$ cat src/hw/rtl/bdf_pkg.sv
// Shared constants, types and codes of the BDF coefficient unit.
// No dependencies; every other file of the unit imports this package.
`default_nettype none

package bdf_pkg;

   // Arithmetic setup
   localparam int STEP_WIDTH     = 32;
   localparam int COEF_FRAC_BITS = 24;

   // Field widths of the ports
   localparam int STEP_FIELD_W = 32;
   localparam int ORDER_W      = 3;
   localparam int STATUS_W     = 2;
   localparam int COEF_W       = 32;
   localparam int GAMMA_W      = 31;

   localparam int                 MAX_ORDER       = 4;
   localparam logic [ORDER_W-1:0] MAX_ORDER_RESET = ORDER_W'(2);

   // Status codes
   localparam logic [STATUS_W-1:0] STATUS_OK        = 2'd0;
   localparam logic [STATUS_W-1:0] STATUS_BAD_ORDER = 2'd1;
   localparam logic [STATUS_W-1:0] STATUS_ZERO_STEP = 2'd2;

   // Factor of a product: the largest is 4*h0+3*h1+2*h2+h3 < 10 * 2^STEP_WIDTH
   localparam int FACT_W = STEP_WIDTH + 4;
   localparam int NFACT  = 4;
   localparam int PROD_W = NFACT * FACT_W;

   // Product chains of one lane: numerator, subtrahend, denominator
   localparam int NCHAIN = 3;
   localparam int CH_NUM = 0;
   localparam int CH_SUB = 1;
   localparam int CH_DEN = 2;

   // Lanes: gamma0, then alpha0..alpha3
   localparam int NLANE      = 5;
   localparam int LANE_GAMMA = 0;
   localparam int LANE_ALPHA = 1;

   // Rounding divider: N = num*2^(F+1) + den, D = 2*den, quotient COEF_W bits
   localparam int N_W   = PROD_W + COEF_FRAC_BITS + 2;
   localparam int D_W   = PROD_W + 1;
   localparam int R_W   = D_W;
   localparam int R0_W  = N_W - COEF_W;
   localparam int CMP_W = (R0_W > D_W) ? R0_W : D_W;

   // Lane pipeline: 8 product/prep stages, one overflow stage, one per quotient bit
   localparam int LANE_LAT = COEF_W + 9;

   // Queue between front and back
   localparam int QUEUE_AW    = 2;
   localparam int QUEUE_DEPTH = 1 << QUEUE_AW;

   typedef struct packed {
      logic [ORDER_W-1:0]      step_order;
      logic                    uniform_steps;
      logic [STEP_FIELD_W-1:0] step_newest;
      logic [STEP_FIELD_W-1:0] step_back_one;
      logic [STEP_FIELD_W-1:0] step_back_two;
      logic [STEP_FIELD_W-1:0] step_back_three;
   } req_type;

   typedef struct packed {
      logic [GAMMA_W-1:0]       gamma_zero;
      logic signed [COEF_W-1:0] coef_a0;
      logic signed [COEF_W-1:0] coef_a1;
      logic signed [COEF_W-1:0] coef_a2;
      logic signed [COEF_W-1:0] coef_a3;
      logic [STATUS_W-1:0]      status;
   } rsp_type;

   typedef struct packed {
      logic [STATUS_W-1:0]              status;
      logic [ORDER_W-1:0]               step_order;
      logic [3:0][STEP_WIDTH-1:0]       steps;
   } queue_entry_type;

   typedef logic [NCHAIN-1:0][NFACT-1:0][FACT_W-1:0] lane_in_type;

   typedef struct packed {
      logic              ovf;
      logic [COEF_W-1:0] quo;
   } lane_out_type;

endpackage

`default_nettype wire

$ cat src/hw/rtl/bdf_queue.sv
// Short FIFO between the front and the back of the BDF unit.
// Depends on bdf_pkg.
`default_nettype none

module bdf_queue
   import bdf_pkg::*;
(
   input  wire logic            clock,
   input  wire logic            reset,
   input  wire logic            push,
   input  wire queue_entry_type wdata,
   output logic                 full,
   input  wire logic            pop,
   output logic                 valid,
   output queue_entry_type      rdata
);

   queue_entry_type       mem_ff [QUEUE_DEPTH];
   logic [QUEUE_AW-1:0]   wr_ptr_ff;
   logic [QUEUE_AW-1:0]   rd_ptr_ff;
   logic [QUEUE_AW:0]     count_ff;

   // Advance pointers and fill count
   always_ff @(posedge clock) begin
      if (reset) begin
         wr_ptr_ff <= '0;
         rd_ptr_ff <= '0;
         count_ff  <= '0;
      end else begin
         if (push) begin
            wr_ptr_ff <= wr_ptr_ff + QUEUE_AW'(1);
         end
         if (pop) begin
            rd_ptr_ff <= rd_ptr_ff + QUEUE_AW'(1);
         end
         case ({push, pop})
            2'b10:   count_ff <= count_ff + (QUEUE_AW+1)'(1);
            2'b01:   count_ff <= count_ff - (QUEUE_AW+1)'(1);
            default: count_ff <= count_ff;
         endcase
      end
   end

   // Store entries
   always_ff @(posedge clock) begin
      if (push) begin
         mem_ff[wr_ptr_ff] <= wdata;
      end
   end

   assign full  = count_ff == (QUEUE_AW+1)'(QUEUE_DEPTH);
   assign valid = count_ff != '0;
   assign rdata = mem_ff[rd_ptr_ff];

endmodule

`default_nettype wire

$ cat config.mk
export PLATFORM = sky130hd
export DESIGN_NAME = bdf_queue
export DESIGN_NICKNAME = d
export VERILOG_FILES = /design/src/hw/rtl/bdf_pkg.sv /design/src/hw/rtl/bdf_queue.sv
export SDC_FILE = /design/constraint.sdc
export NUM_CORES = 1
export LEC_CHECK = 0
export BUFFER_PORTS_ARGS = -buffer_cell sky130_fd_sc_hd__buf_2
export CAP_MARGIN = 20
export CORE_ASPECT_RATIO = 0.5
export CORE_MARGIN = 1
export CORE_UTILIZATION = 40
export CTS_CLUSTER_SIZE = 16
export DETAILED_ROUTE_END_ITERATION = 6
export GPL_TIMING_DRIVEN = 1
export PLACE_DENSITY = 0.6
export SLEW_MARGIN = 30
export SYNTH_ARGS = -nofsm -noshare
export SYNTH_HDL_FRONTEND = slang
export SYNTH_SLANG_ARGS = --single-unit
$ cat constraint.sdc
create_clock -name clock -period 4.4 [get_ports clock]
set_input_delay 0.44 -clock clock [delete_from_list [all_inputs] [get_ports clock]]
set_output_delay 0.44 -clock clock [all_outputs]
set_load 0.005 [all_outputs]
Word-level counts from Yosys, hierarchy flattened
Memory sizes are Yosys's and may differ from the RTL's. A register that Yosys moved wholly into a read port is not among the register bits.
Index checks and enable logic that the tools add are counted.
{ "classes": {"n_addsub": 4, "eq_ne": 3, "mux": 5, "reduce_logical": 2} }
{ "op_table": {"columns": ["operator", "n"], "rows": [
  ["case mux 3 bit (2 select lines)", 1],
  ["adder 2 x 1 -> 2 bit (second input constant)", 2],
  ["2-to-1 mux 2 bit", 2],
  ["adder 3 x 1 -> 3 bit (second input constant)", 1],
  ["== test 3 bit (second input constant)", 1],
  ["nonzero test 3 bit", 1],
  ["subtractor 3 x 1 -> 3 bit (second input constant)", 1],
  ["== test 2 x 1 -> 1 bit (second input constant)", 1],
  ["== test 2 bit (second input constant)", 1],
  ["2-to-1 mux 1 bit", 2],
  ["nonzero test 2 bit", 1]
]} }
{ "word_totals": {"ff_bits": 7, "mem_bits_rw": 532, "input_bits": 137, "output_inout_bits": 135, "word_cells": 18, "memories": 1} }
{ "memory_table": {"columns": ["name", "words", "word_bits", "rd", "rd_clocked_by_memory_dff", "wr", "line", "text"], "rows": [
  ["mem_ff", 4, 133, 1, 1, 1, "bdf_queue.sv:18", "queue_entry_type mem_ff [QUEUE_DEPTH];"]
]} }

Depth between registers and ports, before layout
Gate-level depths: netlist of the first run.
{ "depth": {"depth_word": 3, "ltp_mapped": 7, "depth_no_buf": 7} }

Least setup slack after synthesis of the first run
OpenSTA, ideal clock, no wires.
{ "synth_path": {"kind": "reg-to-reg", "startpoint": "register wr_ptr_ff[0]", "endpoint": "memory mem_ff[0][0] in the netlist's numbering, enable pin", "setup_ns": 0.508, "arrival_time_ns": 3.592, "required_ns": 3.892, "setup_slack_ns": 0.300, "path_stages_with_launch": 4, "synth_period_minus_slack_ns": 4.100, "path_cell_list": "dfxtp_1 inv_1 ha_1 and2_1"} }
{ "synth_rtl": {"columns": ["element", "line", "text"], "rows": [
  ["from (decl)", "bdf_queue.sv:19", "logic [QUEUE_AW-1:0] wr_ptr_ff;"],
  ["from (signal assigned)", "bdf_queue.sv:31", "wr_ptr_ff <= wr_ptr_ff + QUEUE_AW'(1);"],
  ["to (decl)", "bdf_queue.sv:18", null]
]} }
Straight into the memory's write port.

==> results of run 1 <==
-- sequential cells by signal (all words and copies together), names as in the netlist, named ones only --
register / count
count_ff: 3
mem_ff: 532
wr_ptr_ff: 2
rd_ptr_ff: 2
-- final cells by class --
cell class	count	area share [%]
multi-input cells	164	13.9
well taps	638	3.43
repair buffers	285	6.79
clock inverters	28	0.930
diodes	2	0.0215
clock buffers	57	5.40
flip-flops and latches	541	69.4
inverters	6	0.0968
-- worst min-delay path by stage --
stage,to,cells past startpoint,slack [ns],from
after floorplan,count_ff[2],2,0.46,count_ff[2]
after global placement,count_ff[2],2,0.47,count_ff[2]
after detailed placement,count_ff[1],2,0.52,count_ff[1]
after CTS,mem_ff[2][6],1,0.05,wdata[6]
after global routing,mem_ff[0][81],1,0.06,wdata[81]
final,mem_ff[0][130],1,0.08,wdata[130]
-- Yosys cell counts (all sizes together) (3+ instances only) --
cell type / number / area share, %
xor2: 3 / 0.13
buf: 24 / 0.90
ha: 5 / 0.32
mux4: 133 / 15
dfxtp: 9 / 0.92
and2: 4 / 0.13
clkbuf: 7 / 0.13
edfxtp: 532 / 81
nor2: 8 / 0.15
inv: 6 / 0.11
-- cells by family after synthesis --
logic type                 after synthesis  synth area share [%]
DFF                                    541                  82.4
muxes                                  134                  15.3
buffers and inverters                   37                  1.15
and+or+nand+nor                         16                 0.396
adders and majority gates                6                 0.421
xor gates and xnor gates                 5                 0.223
AOI/OAI and AO/OA                        3                0.0766
-- where the power goes --
group | switching (mW) | internal [mW] | total, mW
Combinational | 0.512 | 0.483 | 0.994
Clock | 1.79 | 2.21 | 4.00
Sequential | 0.0767 | 5.92 | 6.00
Total | 2.37 | 8.61 | 11.0
-- layout by cell type, fill, tap and decap left out, drive strengths merged --
| master | n |
|---|---|
| a21oi | 2 |
| and2 | 4 |
| and3 | 1 |
| buf | 285 |
| bufinv | 3 |
| clkbuf | 57 |
| clkinv | 22 |
| clkinvlp | 1 |
| dfxtp | 9 |
| diode | 2 |
| edfxtp | 532 |
| fa | 1 |
| ha | 5 |
| inv | 8 |
| mux2i | 1 |
| mux4 | 133 |
| nand2 | 1 |
| nor2 | 8 |
| o21ai | 1 |
| or3 | 2 |
| xnor2 | 2 |
| xor2 | 3 |
-- routing by layer --
metal | global-route usage [%] | share of wire, % | wire, µm
met1 | 19.6 | 40 | 15800
met4 | 4.23 | 1.6 | 621
met3 | 2.96 | 3.4 | 1330
met2 | 28.5 | 55 | 21800
met5 | 0 | 0 | 0
-- stage by stage --
| stage | utilization (%) | instance area, µm² | total power [mW] |
|---|---|---|---|
| finish | 48.9 | 23300 | 11.0 |
| global route | 48.9 | 23300 | 11.4 |
| CTS | 48.9 | 23300 | 11.1 |
| detailed placement | 45.8 | 21800 | 7.14 |
| global placement | 45.8 | 21800 | 7.10 |
| floorplan | - | 19600 | 6.66 |
==> impl_results.md, run 1 <==
- Hold slack: 0.0830 ns
- Post_cts resized: 0
- Top delay family on crit path: flip-flops
- Final setup violation count: 0
- 1st-iter DRT viols: 557
- Rows: 56
- 1st-pass router iterations: 6
- Setup ws final: 1.38 ns
- Storage element area: 16200 µm²
- H-tree depth: 2
- Clock sinks: 541
- Crit start category: register
- Worst setup path category: register to primary output
- Yosys cell types: 19
- Power per cell area: 472 nW/µm²
- Die height: 159 µm
- Non-filler cells, final: 1721
- Violated checks: design-rule violations
- Syn Nets: 885
- Gate count of the mapped netlist: 742
- Minimum clock period: 3.02 ns
- Clock buffer depth: 3
- Die X: 315 µm
- Average wire per standard cell: 22.9 µm
- GRT overflow: 0
- Synthesized cell area: 19600 µm²
- Vias in the first global route: 9244
- Number of max-cap violations: 0
- Residual DRC: 4
- Status: finished, violations left
- Reg2reg path depth: 3
- Multi-input gate area: 3230 µm²
- Die ar.: 50000 µm²
- Worst min path class: input port to register
- Clock skew: 0.0261 ns
- Share of cells above drive strength 1: 45.4%
- Critical Path Fanout Max: 29
- Core area: 47600 µm²
- Clk root buf: clkbuf_16
- Area Growth Syn to Fin: 18.7%
- Final hold vios: 0
- Largest net degree at the start of global routing: 69
- Actual slew at the worst max-slew pin: 0.619 ns
- CP endpoint: rdata[85]
- Final #Nets: 1189
- CTS tree: built
- # fillers: 3808
- Async SR Flop Fraction: 0%
- Fmax: 331 MHz
- Synth Register Bits: 541
- Initial antenna violation count: 2
- Vias per cell: 5.04
- Fin crit share: 68.7%
- Worst-path clk slew: 0.07 ns
- Maximum vdd drop: 0.259 mV
- Hold-fix buffers, CTS: 0
- Reg2Reg Setup Slack: 2.24 ns
- Reg-to-reg endpoint: mem_ff[3][23]
- Via Count: 8673
- Post-synth EDFFs: 532
- Synth warn: 0
- Setup crit end kind: primary output
- GPL Wtd Cong: 0.702
- Unrepaired setup endpoints after global routing: no
- HPWL Detailed: 24400 µm
- Max-slew headroom: 58.8%
- RR Startpoint: wr_ptr_ff[0]
- Insertion delay to the later sink of the worst-skew pair: 0.57 ns
- WL final: 39500 µm
- I/O Buffers: 271
- Global-route wire length before repair: 58100 µm
- Static Leak: 7.72 nW
- Setup TNS: 0 ns
- Max incr delay on CP: 0.74 ns
- Number of antenna-violating nets in the routed design: 0
- GR Util All Layers: 15.8%
- Sequential share of the synthesized area: 82.4%
- Avg Inst Size Synth: 26.4 µm²
- CP max-delay cell: dfxtp_4
- Stages on worst setup path: 3
- Pins over their slew limit: 0
- Pre-CTS setup slack: 1.86 ns
- Starting Density: 41.2%
- Post-CTS setup buffer count: 0
- Crit path DAT: 2.58 ns
- Ports: 272
- Primary FF master, synth: edfxtp_1
- TritonCTS Buffers: 48
- Crit-path cells: buf_4 > mux4_2 > buf_2
- CP required: 3.96 ns
- Placed insts: 1634
- Bufs and invs on worst path: 2
No activity file was read; power rests on OpenSTA's default activity.
==> inputs of run 2 (changes only) <==
--- a/config.mk
+++ b/config.mk
@@ -5,6 +5,7 @@
 export SDC_FILE = /design/constraint.sdc
 export NUM_CORES = 1
 export LEC_CHECK = 0
+export ABC_AREA = 1
 export BUFFER_PORTS_ARGS = -buffer_cell sky130_fd_sc_hd__buf_2
 export CAP_MARGIN = 20
 export CORE_ASPECT_RATIO = 0.5
@@ -13,7 +14,7 @@
 export CTS_CLUSTER_SIZE = 16
 export DETAILED_ROUTE_END_ITERATION = 6
 export GPL_TIMING_DRIVEN = 1
-export PLACE_DENSITY = 0.6
+export PLACE_DENSITY = 0.58
 export SLEW_MARGIN = 30
 export SYNTH_ARGS = -nofsm -noshare
 export SYNTH_HDL_FRONTEND = slang
==> constraint.sdc (replaced) <==
create_clock -name clock -period 3.13 [get_ports clock]
set_input_delay 0.313 -clock clock [delete_from_list [all_inputs] [get_ports clock]]
set_output_delay 0.313 -clock clock [all_outputs]
set_load 0.005 [all_outputs]
==> run 2 against run 1 <==
The run now ends clean. Sequential power increased by 39%. Area after synthesis increased by 2.8%. Highest routed layer unchanged. Worst setup slack got worse by 0.97 ns. Non-clock buffer count increased by 151. Combinational power increased by 50%. First-iteration DRC count increased by 51%.
==> impl_results.md, run 2 <==
- HPWL Detailed: 27100 µm (+11%)
- Residual DRC: 0 (-4)
- Avg Inst Size Synth: 15.0 µm² (-43%)
- # fillers: 4142 (+8.8%)
- Worst setup path category: register to primary output
- RR Startpoint: wr_ptr_ff[1]
- Unrepaired setup endpoints after global routing: no
- Starting Density: 41.0% (-0.17 points)
- Reg2reg path depth: 5 (+2)
- Syn Nets: 1486 (+68%)
- Final hold vios: 0 (unchanged)
- Sequential share of the synthesized area: 80.1% (-2.3 points)
- Vias in the first global route: 12.7k (+38%)
- Area Growth Syn to Fin: 23.7%
- Initial antenna violation count: 1 (-1)
- Largest register FFs: 532 (unchanged)
- Die X: 320 µm (+1.4%)
- I/O Buffers: 271 (unchanged)
- Critical Path Fanout Max: 39 (+34%)
- Post-synthesis cell type with the largest combined area: edfxtp_1
- GPL Wtd Cong: 0.743 (+5.9%)
- Synth Register Bits: 541 (unchanged)
- Insertion delay to the later sink of the worst-skew pair: 0.57 ns (about the same)
- Share of cells above drive strength 1: 21.0% (-24 points)
- Minimum clock period: 2.72 ns
- Setup crit end kind: primary output
- Worst-path clk slew: 0.06 ns (about the same)
- CTS tree: built
- WL final: 46500 µm (+18%)
- Hold depth: 3 (+2)
- Fmax: 367 MHz
- Crit path DAT: 2.41 ns (-0.17 ns)
- 1st-iter DRT viols: 839 (+51%)
- Die ar.: 51400 µm² (+2.8%)
- Clock sinks: 541 (unchanged)
- Pins over their slew limit: 0 (unchanged)
- GRT overflow: 0 (unchanged)
- Crit start category: register
- Ports: 272 (unchanged)
- Worst min path class: input port to register
- H-tree depth: 2 (unchanged)
- Worst Hold Path EP: wr_ptr_ff[0]
- CP required: 2.82 ns (-1.14 ns)
- Post-synth EDFFs: 532 (unchanged)
- Reg2Reg Setup Slack: 1.12 ns (-1.12 ns)
- Reg-to-reg endpoint: mem_ff[1][23]
- Final setup violation count: 0 (unchanged)
- Status: finished, final reports clean
- Actual slew at the worst max-slew pin: 0.737 ns (+0.119 ns)
- Global-route wire length before repair: 71900 µm (+24%)
- TritonCTS Buffers: 48 (unchanged)
- Max-slew headroom: 50.9% (-7.9 points)
- Fin crit share: 87.0%
- Setup TNS: 0 ns (unchanged)
- Synthesized cell area: 20200 µm² (+2.8%)
- Clock buffer depth: 3 (unchanged)
- Core area: 49100 µm² (+3.3%)
- GR Util All Layers: 18.0% (+2.3 points)
- Yosys cell types: 21 (+2)
- Power per cell area: 618 nW/µm² (+31%)
- Biggest registers after layout: mem_ff x532, count_ff x3
- Number of antenna-violating nets in the routed design: 0 (unchanged)
- Primary FF master, synth: edfxtp_1
- Die height: 161 µm (+1.4%)
- Static Leak: 8.67 nW (+12%)
- Rows: 57 (+1.8%)
- Area contributors post-synth: edfxtp_1, nor2_1, o22ai_1
- Async SR Flop Fraction: 0% (unchanged)
- Final #Nets: 1886 (+59%)
- Synth top area share: 79.2% (-2.3 points)
- Most common cell after layout, fill and taps aside: edfxtp_1
- Most common library cells after synthesis: edfxtp_1, nor2_1, o21ai_0
- Hold Path Origin: push
- Number of max-cap violations: 0 (unchanged)
- Via Count: 12.5k (+44%)
- Synth warn: 0 (unchanged)
- Largest net degree at the start of global routing: 99 (+43%)
- Maximum vdd drop: 0.381 mV (+47%)
- Clk root buf: clkbuf_16
- Most frequent cells in the layout: edfxtp_1, buf_2, nor2_1, o21ai_0
- Clock skew: 0.0213 ns (-0.00486 ns)
- Largest Register: mem_ff
- Fin util: 50.8% (+1.8 points)
- Top-count cell post-synth: edfxtp_1
- 1st-pass router iterations: 5 (-1)
- Average wire per standard cell: 19.2 µm (-16%)
- Vias per cell: 5.14 (+2.0%)
- Gate count of the mapped netlist: 1343 (+81%)
==> run 2: cell types whose count changed after synthesis, sizes merged, moves of 2 or more <==
cell    delta
xor2       -3
and2       -4
nor2     +261
o21ai    +271
buf       +29
nand3      +2
nand2      +8
inv       +12
o22ai    +133
mux4     -133
xnor2      -2
or3        -2
clkbuf    +26
a21oi      +3
==> run 2: cells by family (layout without fill, tap and decap cells) <==
family	Yosys count	in the layout	share of synthesized area [%]
flops	541	541	80.1
compound gates	410	410	11.0
simple gates	282	282	5.28
buf+inv	104	539	3.18
fa+ha+maj	6	6	0.410
other cells	0	1	0
==> run 2: how the worst max path moves through the flow <==
stage	start	end	slack [ns]	cells past startpoint
finish	register	rdata[21]	0.41	4
global route	register	rdata[21]	0.26	4
CTS	register	rdata[21]	0.35	4
detailed placement	register	rdata[21]	0.99	4
global placement	register	rdata[21]	0.97	4
floorplan	wr_ptr_ff[0]	mem_ff[0][0]	0.08	4
==> run 2: area by class of cell <==
cell class / count / area [µm²] / share of cell area (%)
clock inverter: 24 / 169 / 0.677
antenna: 1 / 2.50 / 0.0100
timing repair buffer: 436 / 3070 / 12.3
clock buffer: 61 / 1270 / 5.10
multi-input combinational: 698 / 3370 / 13.5
inverter: 18 / 92.6 / 0.371
tap: 649 / 812 / 3.26
sequential: 541 / 16200 / 64.8
==> run 2: stage by stage <==
| step | power (mW) | hold WS [ns] | setup WS, ns | cell area [µm²] | std cells |
|---|---|---|---|---|---|
| finish | 15.4 | 0.126 | 0.408 | 24900 | 2428 |
| global route | 16.0 | 0.145 | 0.257 | 24900 | 2427 |
| CTS | 15.6 | 0.105 | 0.351 | 24900 | 2427 |
| detailed placement | 9.89 | 0.427 | 0.987 | 22200 | 2209 |
| global placement | 9.87 | 0.421 | 0.973 | 22200 | 2209 |
| floorplan | 9.23 | 0.412 | 0.0827 | 20200 | 1343 |
==> run 2: repair_timing <==
item / in CTS / in global routing
setup buffers: 0 / 0
resized for setup: 0 / 0
hold buffers: 133 / 0
endpoints found under the hold margin: 532 / 0
==> run 2: critical path, cell delays in order, from the launching register on <==
cell,delay [ns]
dfxtp_4,0.65
buf_4,0.50
o21ai_0,0.16
o22ai_1,0.31
buf_2,0.22
==> run 2: power breakdown <==
part           internal (mW)  leakage [nW]  switching [mW]
registers               8.28          4.96          0.0785
clock network           3.03         0.700            2.52
logic                  0.580          3.01           0.913
total                   11.9          8.67            3.51
==> run 2: metal layers <==
| layer | global-route usage, % | routed length, µm | vias up |
|---|---|---|---|
| met5 | 0 | 0 | - |
| met4 | 4.85 | 1090 | 0 |
| met3 | 2.81 | 1940 | 72 |
| met2 | 32.6 | 24600 | 271 |
| met1 | 22.5 | 18900 | 6240 |
| li1 | - | - | 5899 |
==> inputs of run 3 (changes only) <==
--- a/config.mk
+++ b/config.mk
@@ -10,11 +10,10 @@
 export CAP_MARGIN = 20
 export CORE_ASPECT_RATIO = 0.5
 export CORE_MARGIN = 1
-export CORE_UTILIZATION = 40
+export CORE_UTILIZATION = 25
 export CTS_CLUSTER_SIZE = 16
 export DETAILED_ROUTE_END_ITERATION = 6
 export GPL_TIMING_DRIVEN = 1
-export PLACE_DENSITY = 0.58
 export SLEW_MARGIN = 30
 export SYNTH_ARGS = -nofsm -noshare
 export SYNTH_HDL_FRONTEND = slang
==> run 3 against run 2 <==
Routed wire length increased by 2.5%. Design area increased by 3.0%. Register-to-register slack got worse by 0.22 ns. Clock skew increased by 0.0029 ns. Sequential power about the same. Maximum frequency decreased by 7.2%. Power increased by 3.9%. Final cell count increased by 18%.
==> impl_results.md, run 3 (synthesis results as in run 2) <==
- Clock sinks: 541 (unchanged)
- Share of cells above drive strength 1: 20.9% (-0.10 points)
- Worst min path class: input port to register
- Most frequent cells in the layout: edfxtp_1, buf_2, nor2_1, o21ai_0
- Die ar.: 81900 µm² (+59%)
- Number of antenna-violating nets in the routed design: 0 (unchanged)
- Most common cell after layout, fill and taps aside: edfxtp_1
- Initial antenna violation count: 3 (+2)
- 1st-pass router iterations: 5 (unchanged)
- Fin util: 32.2% (-19 points)
- Crit path DAT: 2.62 ns (+0.21 ns)
- Post-CTS setup buffer count: 0 (unchanged)
- Largest net degree at the start of global routing: 155 (+57%)
- Hold-fix buffers, CTS: 133 (unchanged)
- Reg power frac: 52.2% (-2.1 points)
- H-tree depth: 2 (unchanged)
- WL final: 47700 µm (+2.5%)
- Final hold vios: 0 (unchanged)
- Fin crit share: 93.7% (+6.8 points)
- Worst-path clk slew: 0.06 ns (about the same)
- Int Power: 12.4 mW (+4.2%)
- Via Count: 12.4k (-0.53%)
- Final setup violation count: 0 (unchanged)
- Maximum vdd drop: 0.385 mV (+1.1%)
- Largest register FFs: 532 (unchanged)
- Die X: 404 µm (+26%)
- Insertion delay to the later sink of the worst-skew pair: 0.59 ns (+0.02 ns)
- Clk pwr share: 38.3% (+2.3 points)
- Post_cts resized: 0 (unchanged)
- Power per cell area: 623 nW/µm² (+0.88%)
- Actual slew at the worst max-slew pin: 0.877 ns (+0.140 ns)
- Status: finished, final reports clean
- Hold Path Origin: pop
- Largest Register: mem_ff
- CTS tree: built
- Clk root buf: clkbuf_16
- GRT overflow: 0 (unchanged)
- Core area: 79600 µm² (+62%)
- Vias in the first global route: 12.2k (-4.0%)
- Power, Total: 16.0 mW (+3.9%)
- Residual DRC: 0 (unchanged)
- Global-route wire length before repair: 71300 µm (-0.86%)
- Unrepaired setup endpoints after global routing: no
- CP required: 2.82 ns (about the same)
- Fmax: 341 MHz (-7.2%)
- Non-filler cells, final: 2867 (+18%)
- Hold slack: 0.0637 ns (-0.0618 ns)
- Vias per cell: 4.33 (-16%)
- Starting Density: 25.3% (-16 points)
- Final #Nets: 1880 (-0.32%)
- Rows: 73 (+28%)
- HPWL Detailed: 26900 µm (-0.97%)
- Setup crit end kind: primary output
- Critical Path Fanout Max: 86 (+120%)
- Setup TNS: 0 ns (unchanged)
- Area Growth Syn to Fin: 27.4%
- Crit start category: register
- Die height: 203 µm (+26%)
- GPL Wtd Cong: 0.751 (+1.0%)
- Number of max-cap violations: 0 (unchanged)
- Net Switching: 3.61 mW (+2.9%)
- 1st-iter DRT viols: 870 (+3.7%)
- Placed insts: 2636 (+19%)
- GR Util All Layers: 11.2% (-6.8 points)
- Minimum clock period: 2.93 ns (+0.212 ns)
- Average wire per standard cell: 16.6 µm (-13%)
- Static Leak: 8.73 nW (+0.68%)
- I/O Buffers: 271 (unchanged)
- Sw frac: 22.6% (-0.21 points)
- Clock skew: 0.0241 ns (+0.00287 ns)
- Worst setup path category: register to primary output
- Comb pwr share: 9.5% (-0.2 points)
- Biggest registers after layout: mem_ff x532, count_ff x3
- Clock buffer depth: 3 (unchanged)
- RR Startpoint: wr_ptr_ff[0]
- Max-slew headroom: 41.5% (-9.3 points)
- Pins over their slew limit: 0 (unchanged)
- TritonCTS Buffers: 53 (+10%)
- Ports: 272 (unchanged)
run 3: final timing paths:
check / endpoint / slack, ns / depth (start not counted)
setup / recovery: rdata[100] / 0.20 / 4
hold reg to reg: register / 0.43 / 1
setup reg to reg: mem_ff[2][91] / 0.90 / 5
hold / removal: register / 0.06 / 4
run 3: per-layer routing:
layer / share of wire, % / track usage [%] / up-vias
li1: - / - / 5885
met1: 38 / 12.5 / 6177
met2: 54 / 20.8 / 248
met3: 3.3 / 1.58 / 106
met4: 4.5 / 5.75 / 0
met5: 0 / 0 / -
run 3: metrics by stage:
stage | worst slack (ns) | instance area [µm²]
after detailed placement | 0.827 | 22700
after global routing | 0.00150 | 25700
after CTS | 0.156 | 25700
after global placement | 0.844 | 22700
after floorplan | 0.0827 | 20200
final | 0.196 | 25700
run 3: worst max-delay path, cell delays in order, from the launching register on:
cell     delay [ns]
dfxtp_4        0.59
buf_4          0.74
o21ai_0        0.20
o22ai_1        0.25
buf_2          0.16
run 3: power by group through the flow:
stage,combinational [mW],sequential [mW],clock [mW]
after floorplan,0.724,8.51,0
after global placement,1.38,8.50,0
after detailed placement,1.40,8.51,0
after CTS,1.55,8.35,6.27
after global routing,1.66,8.37,6.54
final,1.52,8.35,6.13
run 3: area by class of cell:
cell class              count  area [µm²]
multi-input cells         698        3370
well taps                1087        1360
diodes                      3        7.51
flip-flops and latches    541       16200
inverters                  18        92.6
repair buffers            425        3030
clock buffers              66        1420
clock inverters            29         245
fillers                  7846       54000
