File: src/hw/rtl/bdf_pkg.sv
// Shared constants, types and codes of the BDF coefficient unit.
// No dependencies; every other file of the unit imports this package.
`default_nettype none

package bdf_pkg;

   // Arithmetic setup
   localparam int STEP_WIDTH     = 32;
   localparam int COEF_FRAC_BITS = 24;

   // Field widths of the ports
   localparam int STEP_FIELD_W = 32;
   localparam int ORDER_W      = 3;
   localparam int STATUS_W     = 2;
   localparam int COEF_W       = 32;
   localparam int GAMMA_W      = 31;

   localparam int                 MAX_ORDER       = 4;
   localparam logic [ORDER_W-1:0] MAX_ORDER_RESET = ORDER_W'(2);

   // Status codes
   localparam logic [STATUS_W-1:0] STATUS_OK        = 2'd0;
   localparam logic [STATUS_W-1:0] STATUS_BAD_ORDER = 2'd1;
   localparam logic [STATUS_W-1:0] STATUS_ZERO_STEP = 2'd2;

   // Factor of a product: the largest is 4*h0+3*h1+2*h2+h3 < 10 * 2^STEP_WIDTH
   localparam int FACT_W = STEP_WIDTH + 4;
   localparam int NFACT  = 4;
   localparam int PROD_W = NFACT * FACT_W;

   // Product chains of one lane: numerator, subtrahend, denominator
   localparam int NCHAIN = 3;
   localparam int CH_NUM = 0;
   localparam int CH_SUB = 1;
   localparam int CH_DEN = 2;

   // Lanes: gamma0, then alpha0..alpha3
   localparam int NLANE      = 5;
   localparam int LANE_GAMMA = 0;
   localparam int LANE_ALPHA = 1;

   // Rounding divider: N = num*2^(F+1) + den, D = 2*den, quotient COEF_W bits
   localparam int N_W   = PROD_W + COEF_FRAC_BITS + 2;
   localparam int D_W   = PROD_W + 1;
   localparam int R_W   = D_W;
   localparam int R0_W  = N_W - COEF_W;
   localparam int CMP_W = (R0_W > D_W) ? R0_W : D_W;

   // Lane pipeline: 8 product/prep stages, one overflow stage, one per quotient bit
   localparam int LANE_LAT = COEF_W + 9;

   // Queue between front and back
   localparam int QUEUE_AW    = 2;
   localparam int QUEUE_DEPTH = 1 << QUEUE_AW;

   typedef struct packed {
      logic [ORDER_W-1:0]      step_order;
      logic                    uniform_steps;
      logic [STEP_FIELD_W-1:0] step_newest;
      logic [STEP_FIELD_W-1:0] step_back_one;
      logic [STEP_FIELD_W-1:0] step_back_two;
      logic [STEP_FIELD_W-1:0] step_back_three;
   } req_type;

   typedef struct packed {
      logic [GAMMA_W-1:0]       gamma_zero;
      logic signed [COEF_W-1:0] coef_a0;
      logic signed [COEF_W-1:0] coef_a1;
      logic signed [COEF_W-1:0] coef_a2;
      logic signed [COEF_W-1:0] coef_a3;
      logic [STATUS_W-1:0]      status;
   } rsp_type;

   typedef struct packed {
      logic [STATUS_W-1:0]              status;
      logic [ORDER_W-1:0]               step_order;
      logic [3:0][STEP_WIDTH-1:0]       steps;
   } queue_entry_type;

   typedef logic [NCHAIN-1:0][NFACT-1:0][FACT_W-1:0] lane_in_type;

   typedef struct packed {
      logic              ovf;
      logic [COEF_W-1:0] quo;
   } lane_out_type;

endpackage

`default_nettype wire

File: src/hw/rtl/bdf_front.sv
// Front of the BDF unit: max_order register, request classification, queue write.
// Depends on bdf_pkg.
`default_nettype none

module bdf_front
   import bdf_pkg::*;
(
   input  wire logic               clock,
   input  wire logic               reset,
   input  wire logic               csr_valid,
   output logic                    csr_ready,
   input  wire logic [ORDER_W-1:0] csr_wdata,
   input  wire logic               req_valid,
   output logic                    req_ready,
   input  wire req_type            req_data,
   input  wire logic               q_full,
   output logic                    q_push,
   output queue_entry_type         q_wdata
);

   logic [ORDER_W-1:0]         max_order_ff;
   logic [ORDER_W-1:0]         eff_max;
   logic [ORDER_W-1:0]         ord;
   logic [3:0][STEP_WIDTH-1:0] steps;
   logic                       zero_hit;

   // Hold the order limit
   always_ff @(posedge clock) begin
      if (reset) begin
         max_order_ff <= MAX_ORDER_RESET;
      end else if (csr_valid && csr_ready) begin
         max_order_ff <= csr_wdata;
      end
   end

   assign csr_ready = 1'b1;

   // Classify the request; uniform mode replaces every step by one
   always_comb begin
      ord     = req_data.step_order;
      eff_max = (max_order_ff > ORDER_W'(MAX_ORDER)) ? ORDER_W'(MAX_ORDER) : max_order_ff;
      if (req_data.uniform_steps) begin
         steps = {4{STEP_WIDTH'(1)}};
      end else begin
         steps[0] = STEP_WIDTH'(req_data.step_newest);
         steps[1] = STEP_WIDTH'(req_data.step_back_one);
         steps[2] = STEP_WIDTH'(req_data.step_back_two);
         steps[3] = STEP_WIDTH'(req_data.step_back_three);
      end
      zero_hit = 1'b0;
      for (int i = 1; i < 4; i++) begin
         if (ORDER_W'(i) < ord && steps[i] == '0) begin
            zero_hit = 1'b1;
         end
      end
      q_wdata.steps      = steps;
      q_wdata.step_order = ord;
      if (ord == '0 || ord > eff_max) begin
         q_wdata.status = STATUS_BAD_ORDER;
      end else if (zero_hit) begin
         q_wdata.status = STATUS_ZERO_STEP;
      end else begin
         q_wdata.status = STATUS_OK;
      end
   end

   // Transfer into the queue while it has room
   assign req_ready = !q_full;
   assign q_push    = req_valid && !q_full;

endmodule

`default_nettype wire

File: config.mk
export PLATFORM = sky130hd
export DESIGN_NAME = bdf_front
export DESIGN_NICKNAME = d
export VERILOG_FILES = /design/src/hw/rtl/bdf_pkg.sv /design/src/hw/rtl/bdf_front.sv
export SDC_FILE = /design/constraint.sdc
export NUM_CORES = 1
export LEC_CHECK = 0
export ABC_AREA = 1
export ABC_CLOCK_PERIOD_IN_PS = 1500
export BUFFER_PORTS_ARGS = -buffer_cell sky130_fd_sc_hd__buf_2
export CAP_MARGIN = 20
export CORE_AREA = 2 2 106 108
export DETAILED_ROUTE_END_ITERATION = 7
export DIE_AREA = 0 0 108 110
export GPL_TIMING_DRIVEN = 0
export REMOVE_ABC_BUFFERS = 1
export SYNTH_ARGS = -nofsm -noshare
export SYNTH_HDL_FRONTEND = slang
export SYNTH_SLANG_ARGS = --single-unit
File: constraint.sdc
create_clock -name clock -period 1.5 [get_ports clock]
set_input_delay 0.225 -clock clock [delete_from_list [all_inputs] [get_ports clock]]
set_output_delay 0.225 -clock clock [all_outputs]
set_load 0.01 [all_outputs]
# --- After elaboration in Yosys (flattened, before gate mapping) ---
# Cells that the tools add are included.
op_classes:
  add_sub_neg: 0
  div: 0
  muxes: 7
  reduce_logical: 10
  mul: 0
  shifts: 0
  bitwise_logic: 0
  n_eq_ne: 0
  n_lt_le_gt_ge: 5
ops:
  columns: ["op", "n"]
  rows:
  - ["two-way mux 128 bit", 1]
  - ["zero test 32 bit", 3]
  - ["< comparator 2 x 3 -> 1 bit (first input constant)", 2]
  - ["logical AND 1 bit", 4]
  - ["two-way mux 2 bit", 2]
  - ["greater-than comparator 3 bit", 1]
  - ["greater-than comparator 3 bit (second input constant)", 1]
  - ["zero test 3 bit", 1]
  - ["< comparator 1 x 3 -> 1 bit (first input constant)", 1]
  - ["two-way mux 1 bit", 3]
  - ["two-way mux 3 bit", 1]
  - ["zero test 1 bit", 1]
  - ["logical OR 1 bit", 1]
totals:
  ff_bits: 3
  out_inout_bits: 136
  mem_count: 0
  latchBits: 0
  ramBits: 0
  elab_cells: 23
  rom_bits: 0

# --- Logic depth before layout (Yosys ltp) ---
# Gate-level depths: netlist of run 1.
logic_depth:
  word_depth: 8
  depth_mapped: 11
  mapped_depth_nobuf: 10

# --- Worst setup path after synthesis of run 1 ---
# No wires, ideal clock.
synth_path:
  kind: "flip-flop to output port"
  start: "register max_order_ff[0]"
  end: "output q_wdata[132] (netlist name)"
  stages_incl_launch_ff: 9
  path_buffers: 0
  t_arrival_ps: 1317
  slack_ps: -42
  path_cell_list: "dfxtp_1 -> o21ai_0 -> nand2_1 -> ha_1 -> nand2_1 -> o21ai_0 -> nand2_1 -> o21ai_0 -> nor2_1"
synth_lines:
  columns: ["element", "line_no", "source"]
  rows:
  - ["from (decl)", "bdf_front.sv:21", "logic [ORDER_W-1:0] max_order_ff;"]
  - ["from (signal assigned)", "bdf_front.sv:32", "max_order_ff <= csr_wdata;"]
  - ["to (decl)", "bdf_front.sv:18", "output queue_entry_type q_wdata"]

==> results.py, run 1 <==
metrics = {
    "run_status": {
        "status": "finished, violations left",
        "violations": "setup timing",
    },
    "sta": {
        "grt_setup_unrepaired": "yes",
        "slew_viol_final": 0,
        "fin_crit_sh_pct": 114.4,
        "fin_tns_setup_ns": -0.3951,
        "clock_skew_ns": 0,
        "hold_viol": 0,
        "finalSetupViolations": 2,
        "max_freq_mhz": 582.9,
        "worst_slack_ns": -0.2155,
        "post-route-min-period_ns": 1.716,
    },
    "pwr": {
        "powerDensity_mw_per_mm2": 360.9,
        "totalPowerFinal_uw": 1230,
        "switchingPower_uw": 537.0,
        "p_leak_uw": 0.002723,
        "p_comb_share_pct": 74.2,
        "vdd_drop_max_uv": 305.6,
        "p_sw_share_pct": 43.66,
        "pwr-share-seq_pct": 7.3,
        "internal-power_uw": 692.9,
        "clock_power_share_pct": 18.5,
    },
    "clock_tree": {
        "cts_root_buffer": "clkbuf_8",
        "cts.clk_slew.worst_paths_ns": 0.03,
        "postCtsHoldBufs": 0,
        "numClockSinks": 3,
        "numCtsBuffers": 3,
        "cts.htree.levels": 1,
        "clk_latency_ns": 0.21,
        "cts_tree": "done",
        "clockBufferDepth": 2,
    },
    "synthesis": {
        "ys_types": 18,
        "ys_seq_area_share_pct": 3.593,
        "synth_cells": 405,
        "netlist.area_leader.share_pct": 30.09,
        "ys_warn_count": 0,
        "synthTopCellsByArea": "inv_1 (30%), nor2_1 (25%), nand2_1 (23%), o21ai_0 (4.2%), dfxtp_1 (3.6%)",
        "netlist_area_sq_mm": 0.001672,
        "ys_seq_elements": 3,
        "synth_top_area_cell": "inv_1",
        "syn_area_per_cell_sq_um": 4.127,
    },
    "place": {
        "post-place-ws_ns": -1.323,
        "dp_cells": 801,
        "gp_congestion": 0.7776,
        "dp_hpwl_um": 6590,
        "portBuffers": 274,
    },
    "drt": {
        "vias": 3016,
        "viasPerCell": 3.719,
        "wl_um": 8339,
        "first_pass_iters": 4,
        "wl_per_cell_um": 10.28,
        "route.detailed.drc": 0,
        "drt_iter0_drc": 123,
        "ant_nets": 0,
    },
    "die": {
        "dieArea_sq_mm": 0.01188,
        "start_util_pct": 15.63,
        "rows": 38,
        "die_w_um": 108,
        "io_pins": 276,
        "die_h_um": 110,
        "core-area_sq_mm": 0.01070,
    },
    "worst_setup_path": {
        "crit_path_end_kind": "output port",
        "cp_max_fo": 3,
        "crit_chain": "o21ai_1 > nand2_1 > ha_4 > nand2_2 > o21ai_1 > nand2_1 > o21ai_1 > nor2_1 > buf_2",
        "critPathMaxStageDelay_ns": 0.32,
        "arrival_ns": 1.49,
        "start_kind": "flop",
        "crit_type": "reg -> out",
        "crit_path_top_delay_cell": "dfxtp_2",
        "required_ns": 1.27,
        "cp_common_cell": "o21ai_1",
    },
    "final_layout": {
        "drive_gt1_share_pct": 44.86,
        "diodes": 0,
        "fin_util_pct": 31.86,
        "layout.nets": 815,
        "areaGrowthSynthToFinish_pct": 103.9,
        "regMostFlops": "max_order_ff",
        "final_cell_count_no_fill": 811,
        "top_regs": "max_order_ff: 3 flops",
        "largest_reg_flops": 3,
    },
    "global_routing": {
        "grt_overflow": 0,
        "grt.total_usage_pct": 12.31,
        "grt_pass1_vias": 2566,
        "grt_max_degree": 33,
        "grt_pass1_wl_um": 11660,
        "antenna_found_initial": 0,
    },
    "run": {
        "cap_violations": 0,
    },
    "min_path": {
        "hold_path.class": "in -> reg",
    },
}
critical path: cells and delay by family, from the launching register on:
| family | cells | cell delay (ns) |
|---|---|---|
| AOI/OAI and AO/OA | 3 | 0.30 |
| adders and majority gates | 1 | 0.28 |
| buffers and inverters | 1 | 0.14 |
| DFF | 1 | 0.32 |
| and+or+nand+nor | 4 | 0.26 |
synthesized netlist by cell type:
cell	instances
dfxtp_1	3
clkbuf_1	6
conb_1	1
o21ai_1	2
a21oi_1	6
nand2_1	102
inv_2	1
a211oi_1	2
or2_2	2
nor3b_1	1
nor2_1	111
inv_1	134
ha_1	3
buf_1	1
buf_4	5
nand3_1	4
o21ai_0	14
buf_2	7
layout make-up:
cell class / instances / area [sq um]
fillers: 1254 / 7289
repair inverters: 1 / 11.26
well taps: 140 / 175.2
flip-flops and latches: 3 / 61.31
repair buffers: 280 / 1534
multi-input cells: 248 / 1059
clock buffers: 4 / 45.04
inverters: 135 / 523.0
cells in the final DEF, fill, tap and decap left out, types with 3 or more instances in the layout:
| master | n |
|---|---|
| nor2_1 | 109 |
| buf_2 | 273 |
| nand2_2 | 9 |
| nand2_1 | 93 |
| o21ai_1 | 5 |
| inv_1 | 134 |
| a21oi_1 | 6 |
| nand3_1 | 4 |
| bufbuf_16 | 3 |
| clkbuf_8 | 3 |
| o21ai_0 | 11 |
through the flow:
| step | instance area, sq um | hold WS, ns |
|---|---|---|
| 6_report | 3408 | 0.2161 |
| 4_1_cts | 3373 | 0.2146 |
| 5_1_grt | 3408 | 0.2222 |
| 3_5_place_dp | 3139 | 0.4322 |
| 3_3_place_gp | 3119 | 0.4316 |
| 2_1_floorplan | 1573 | 0.3035 |
power by group through the flow:
| stage | logic (uW) | registers [uW] | clock network [uW] |
|---|---|---|---|
| after floorplan | 377 | 89.6 | 0 |
| after global placement | 828 | 90.2 | 0 |
| after detailed placement | 836 | 90.3 | 0 |
| after CTS | 914 | 89.9 | 233 |
| after global routing | 1030 | 90.4 | 241 |
| final | 913 | 90.1 | 227 |
routing by layer:
metal	GRT usage, %	vias up	share of wire [%]
met1	13.42	1204	38
li1	-	1646	-
met4	1.190	0	0.44
met2	25.79	162	52
met3	1.587	4	9.1
met5	0	-	0
kinds of logic (layout without fill, tap and decap cells):
logic type | after synthesis | in the layout | synth area share [%]
fa+ha+maj | 3 | 3 | 2.246
flops | 3 | 3 | 3.593
compound gates | 24 | 24 | 7.485
buf+inv | 154 | 420 | 36.23
other cells | 1 | 1 | 0.2243
simple gates | 220 | 220 | 50.22
repair_timing:
item	CTS	global route
pin swaps	2	0
setup buffers	2	0
cloned	4	0
endpoints found under the setup margin	60	2
gates resized for setup	23	6
path summary, 6_finish.rpt:
check | from | endpoint | slack, ns | cells past startpoint
hold / removal | reset | max_order_ff[2] | 0.22 | 2
setup reg to reg | max_order_ff[2] | max_order_ff[2] | 0.80 | 2
setup / recovery | max_order_ff[1] | q_wdata[132] | -0.22 | 9
hold reg to reg | max_order_ff[1] | max_order_ff[1] | 0.46 | 2
No activity file was read; power rests on OpenSTA's default activity.
==> run 2: changes to the inputs <==
--- a/config.mk
+++ b/config.mk
@@ -5,7 +5,6 @@
 export SDC_FILE = /design/constraint.sdc
 export NUM_CORES = 1
 export LEC_CHECK = 0
-export ABC_AREA = 1
 export ABC_CLOCK_PERIOD_IN_PS = 1500
 export BUFFER_PORTS_ARGS = -buffer_cell sky130_fd_sc_hd__buf_2
 export CAP_MARGIN = 20
==> run 2 against run 1 <==
The flow still finishes with violations (setup timing); total power fell by 7.4%; synthesized cell count fell by 49%; non-clock buffer count down 2; cell count decreased by 25%; setup slack worse by 0.30 ns; clock skew unchanged; sequential power down 1%; critical path type is now in -> out; critical endpoint unchanged; largest cell class unchanged.
==> results.py, run 2 <==
metrics = {
    "global_routing": {
        "grt_overflow": 0,
        "antenna_found_initial": 0,
        "grt_pass1_vias": 2170,
        "grt_max_degree": 52,
        "grt.total_usage_pct": 11.51,
        "grt_pass1_wl_um": 10720,
    },
    "drt": {
        "route.detailed.drc": 0,
        "drt_iter0_drc": 70,
        "ant_nets": 0,
        "viasPerCell": 3.987,
        "wl_um": 7804,
        "first_pass_iters": 4,
        "wl_per_cell_um": 12.75,
        "vias": 2440,
    },
    "place": {
        "dp_hpwl_um": 6482,
        "gp_congestion": 0.8180,
        "post-place-ws_ns": -0.7254,
        "portBuffers": 274,
    },
    "die": {
        "core-area_sq_mm": 0.01070,
        "dieArea_sq_mm": 0.01188,
        "start_util_pct": 12.70,
        "die_h_um": 110,
        "io_pins": 276,
        "die_w_um": 108,
        "rows": 38,
    },
    "worst_setup_path": {
        "start_kind": "input pin",
        "crit_path_top_delay_cell": "or4_1",
        "crit_path_end_kind": "output port",
        "critPathMaxStageDelay_ns": 0.56,
        "r2r_cells": 2,
        "required_ns": 1.27,
        "crit_chain": "buf_6 > buf_16 > or2_1 > or4_1 > a31oi_2 > buf_2",
        "cp_max_fo": 29,
        "r2r_setup_slack_ns": 0.75,
        "arrival_ns": 1.79,
        "crit_type": "in -> out",
    },
    "final_layout": {
        "final_common_cell": "buf_2",
        "final_cell_mix": "buf_2 (271), nor2b_1 (126), nor4_1 (16)",
        "areaGrowthSynthToFinish_pct": 123.8,
        "regMostFlops": "max_order_ff",
        "largest_reg_flops": 3,
        "fill_cells": 1207,
        "diodes": 0,
        "layout.nets": 616,
        "top_regs": "max_order_ff: 3 flops",
        "fin_util_pct": 28.43,
        "drive_gt1_share_pct": 63.14,
    },
    "sta": {
        "clock_skew_ns": 0,
        "timing.hold.ws_ns": 0.2015,
        "fin_crit_sh_pct": 134.2,
        "finalSetupViolations": 2,
        "grt_setup_unrepaired": "yes",
        "worst_slack_ns": -0.5125,
        "hold_viol": 0,
        "post-route-min-period_ns": 2.013,
        "slew_viol_final": 0,
        "max_freq_mhz": 496.9,
    },
    "pwr": {
        "vdd_drop_max_uv": 203.8,
        "powerDensity_mw_per_mm2": 374.5,
        "p_leak_uw": 0.001698,
    },
    "synthesis": {
        "syn_area_per_cell_sq_um": 6.533,
        "netlist.area_leader.share_pct": 58.47,
        "postSynth.asyncResetShare_pct": 0,
        "synth.most_common_cell": "nor2b_1",
        "ys_seq_elements": 3,
        "netlist_area_sq_mm": 0.001359,
        "ys.flop_type": "dfxtp_1",
        "ys_warn_count": 0,
        "synth_top_area_cell": "nor2b_1",
        "synth_edf_count": 0,
        "synthTopCellsByArea": "nor2b_1 (58%), nor4_1 (9.2%), dfxtp_1 (4.4%), ha_1 (2.8%), buf_4 (2.2%)",
        "ys_types": 31,
        "ys_seq_area_share_pct": 4.420,
        "synth_commonest_cells": "nor2b_1 (127), nor4_1 (20), clkbuf_1 (7)",
        "synth_cells": 208,
    },
    "min_path": {
        "hold_path.class": "in -> reg",
        "whs_path_depth": 2,
    },
    "clock_tree": {
        "postCtsHoldBufs": 0,
        "clk_latency_ns": 0.21,
        "numCtsBuffers": 3,
        "cts_root_buffer": "clkbuf_8",
        "cts.clk_slew.worst_paths_ns": 0.03,
        "cts.htree.levels": 1,
        "cts_tree": "done",
        "clockBufferDepth": 2,
        "numClockSinks": 3,
    },
    "run_status": {
        "status": "finished, violations left",
        "violations": "setup timing",
    },
    "run": {
        "cap_violations": 0,
    },
}
[run 2: changes by cell type in the layout (fill, tap and decap cells not counted), sizes merged, moves of 4 or more]
cell / previous run / this run
nor2: 111 / 5
or4: 0 / 4
nand2: 102 / 1
nor2b: 0 / 128
inv: 136 / 3
o21ai: 16 / 3
a21oi: 6 / 1
nor4: 0 / 20
[run 2: metal layers]
| metal | part of all wire [%] | global-route usage [%] |
|---|---|---|
| met5 | 0 | 0 |
| met4 | 1.4 | 2.015 |
| met3 | 9.9 | 2.234 |
| met2 | 50 | 23.18 |
| met1 | 39 | 12.48 |
[run 2: metrics by stage]
stage	area [sq um]	TNS (ns)	cells	power, uW
detailed placement	2835	-0.8773	605	842.6
global placement	2805	-99.33	604	836.4
CTS	2967	-0.9556	611	1117
floorplan	1259	-0.1821	190	374.1
finish	3042	-0.9108	612	1139
global route	3042	-1.132	612	1236
[run 2: layout make-up]
type / count / area, sq um / area share (%)
multi-input combinational: 184 / 1259 / 41.38
timing repair buffer: 278 / 1490 / 48.99
sequential: 3 / 61.31 / 2.016
tap: 140 / 175.2 / 5.759
clock buffer: 4 / 45.04 / 1.481
inverter: 3 / 11.26 / 0.3702
[run 2: power by group]
| group | switching (uW) | internal, uW | total (uW) |
|---|---|---|---|
| registers | 3.10 | 85.9 | 89.0 |
| clock network | 47.8 | 181 | 229 |
| logic | 397 | 425 | 822 |
[run 2: kinds of logic (layout without fill, tap and decap cells)]
group,after synthesis,count (layout),share of synthesized area (%)
buf+inv,21,285,8.195
other cells,1,1,0.2760
fa+ha+maj,3,3,2.763
simple gates,170,170,78.91
mux,2,2,1.473
compound gates,8,8,3.959
flops,3,3,4.420
[run 2: timing repair]
| item | CTS | global route |
|---|---|---|
| gates cloned | 2 | 0 |
| endpoints found under the setup margin | 2 | 2 |
| pin swaps | 1 | 1 |
| buffers inserted | 0 | 1 |
| hold endpoints to repair | 0 | 0 |
| resized for setup | 4 | 12 |
[run 2: final timing paths]
check                                startpoint               to
worst max-delay path              req_data[128]     q_wdata[132]
worst min-delay path                      reset  max_order_ff[0]
worst max register to register  max_order_ff[1]  max_order_ff[1]
worst min register to register  max_order_ff[0]  max_order_ff[0]
[run 2: critical path: cells and delay by family]
kind,cells,cell delay (ns)
buffers and inverters,3,0.51
and+or+nand+nor,2,0.83
AOI/OAI and AO/OA,1,0.22
==> run 3: changes to the inputs <==
--- a/config.mk
+++ b/config.mk
@@ -5,12 +5,12 @@
 export SDC_FILE = /design/constraint.sdc
 export NUM_CORES = 1
 export LEC_CHECK = 0
-export ABC_CLOCK_PERIOD_IN_PS = 1500
+export ABC_CLOCK_PERIOD_IN_PS = 1700
 export BUFFER_PORTS_ARGS = -buffer_cell sky130_fd_sc_hd__buf_2
 export CAP_MARGIN = 20
-export CORE_AREA = 2 2 106 108
+export CORE_AREA = 2 2 107 109
 export DETAILED_ROUTE_END_ITERATION = 7
-export DIE_AREA = 0 0 108 110
+export DIE_AREA = 0 0 109 111
 export GPL_TIMING_DRIVEN = 0
 export REMOVE_ABC_BUFFERS = 1
 export SYNTH_ARGS = -nofsm -noshare
==> constraint.sdc (replaced) <==
create_clock -name clock -period 1.7 [get_ports clock]
set_input_delay 0.255 -clock clock [delete_from_list [all_inputs] [get_ports clock]]
set_output_delay 0.255 -clock clock [all_outputs]
set_load 0.01 [all_outputs]
==> run 3 against run 2 <==
Sequential power is 12% lower; highest routed layer unchanged; die area up 1.8%; critical path depth fell by 1; global-route usage shrank 0.12 points; clock skew did not move; non-clock buffer count is 1 lower; setup slack gained 0.18 ns; via count is 1.9% lower; register-to-register slack better by 0.19 ns; clock power grew 62%; the run still ends with setup timing left; total power grew 2.3%; critical path type unchanged.
==> results.py, run 3 (synthesis results as in run 2) <==
metrics = {
    "clock_tree": {
        "cts_tree": "done",
        "cts_root_buffer": "clkbuf_16",
        "cts.clk_slew.worst_paths_ns": 0.03,
        "clockBufferDepth": 2,
        "postCtsHoldBufs": 0,
        "numClockSinks": 3,
        "numCtsBuffers": 3,
        "cts.htree.levels": 1,
        "clk_latency_ns": 0.22,
    },
    "min_path": {
        "whs_path_depth": 2,
        "hold_path.class": "in -> reg",
    },
    "final_layout": {
        "post-route-cell-area_sq_mm": 0.003098,
        "fill_cells": 1253,
        "multi_input_area_sq_mm": 0.001308,
        "final_common_cell": "buf_2",
        "drive_gt1_share_pct": 63.91,
        "top_regs": "max_order_ff: 3 flops",
        "final_cell_mix": "buf_2 (267), nor2b_1 (126), nor4_1 (13)",
        "largest_reg_flops": 3,
        "regMostFlops": "max_order_ff",
        "areaGrowthSynthToFinish_pct": 128.0,
        "regArea_sq_um": 61.31,
        "layout.nets": 615,
    },
    "drt": {
        "ant_nets": 0,
        "wl_um": 7796,
        "viasPerCell": 3.891,
        "first_pass_iters": 4,
        "drt_iter0_drc": 65,
        "wl_per_cell_um": 12.68,
        "vias": 2393,
        "route.detailed.drc": 0,
    },
    "place": {
        "portBuffers": 274,
        "place_area_sq_mm": 0.002839,
        "gp_congestion": 0.8232,
        "dp_hpwl_um": 6750,
    },
    "worst_setup_path": {
        "critPathTopFamily": "simple AND/OR/NAND/NOR gates",
        "cp_max_fo": 2,
        "required_ns": 1.44,
        "path_depth": 5,
        "r2r_cells": 2,
        "crit_chain": "buf_2 > or4_1 > or4_1 > a31oi_4 > buf_6",
        "cp_common_cell": "or4_1",
        "crit_type": "in -> out",
        "critPathBufInv": 2,
        "crit_path_end_kind": "output port",
        "crit_path_top_delay_cell": "or4_1",
        "start_kind": "input pin",
        "critPathMaxStageDelay_ns": 0.57,
        "arrival_ns": 1.78,
    },
    "sta": {
        "worst_slack_ns": -0.3372,
        "clock_skew_ns": 0,
        "hold_viol": 0,
        "post-route-min-period_ns": 2.037,
        "timing.hold.ws_ns": 0.2249,
        "slew_viol_final": 0,
        "grt_setup_unrepaired": "yes",
        "finalSetupViolations": 2,
        "fin_crit_sh_pct": 119.8,
        "max_freq_mhz": 490.9,
    },
    "global_routing": {
        "grt_overflow": 0,
        "antenna_found_initial": 1,
        "grt_max_degree": 79,
        "grt_pass1_vias": 2251,
        "grt.total_usage_pct": 11.39,
        "grt_pass1_wl_um": 10850,
    },
    "die": {
        "die_w_um": 109,
        "start_util_pct": 12.27,
        "core-area_sq_mm": 0.01108,
        "rows": 39,
        "dieArea_sq_mm": 0.01210,
        "die_h_um": 111,
        "io_pins": 276,
    },
    "pwr": {
        "totalPowerFinal_uw": 1165,
        "vdd_drop_max_uv": 243.4,
        "powerDensity_mw_per_mm2": 376.1,
        "p_leak_uw": 0.001696,
    },
    "run_status": {
        "violations": "setup timing",
        "status": "finished, violations left",
    },
    "run": {
        "cap_violations": 0,
    },
}
-- run 3: power by group --
group	switching (uW)	total, uW	internal, uW	leakage (uW)
Sequential	2.81	78.6	75.8	0.0000252
Clock	60.4	370	309	0.0000382
Combinational	352	717	365	0.00163
Total	416	1170	750	0.00170
-- run 3: final cells by class --
cell class,count,area share [%]
Clock buffer,4,2.544
Timing Repair Buffer,277,47.05
Multi-Input combinational cell,184,42.21
Inverter,3,0.3635
Antenna cell,1,0.08078
Sequential cell,3,1.979
Tap cell,143,5.775
-- run 3: worst paths after layout --
check	endpoint	slack, ns	from
setup / recovery	q_wdata[132]	-0.34	req_data[6]
hold / removal	max_order_ff[2]	0.22	reset
setup reg to reg	max_order_ff[1]	0.94	max_order_ff[1]
hold reg to reg	max_order_ff[0]	0.50	max_order_ff[0]
-- run 3: stage by stage --
| step | worst slack (ns) | TNS (ns) | utilization [%] | instances |
|---|---|---|---|---|
| finish | -0.3372 | -0.6293 | 27.97 | 615 |
| global route | -0.3984 | -0.7577 | 27.97 | 615 |
| CTS | -0.3638 | -0.5541 | 27.10 | 612 |
| detailed placement | -0.4514 | -0.4514 | 25.63 | 608 |
| global placement | -1.656 | -90.64 | 25.36 | 607 |
| floorplan | -0.04209 | -0.04209 | - | 190 |
-- run 3: per-layer routing --
layer	up-vias	routed length (um)	global-route usage [%]
met4	0	68	1.453
met2	168	3915	22.36
met1	1008	3066	12.98
li1	1213	-	-
met3	4	746	1.529
met5	-	0	0
-- run 3: what timing repair did --
action                     in CTS  in global routing
buffers inserted                0                  2
setup endpoints to repair       2                  2
pin swaps                       1                  3
gates cloned                    0                  0
gates resized for setup        13                 13
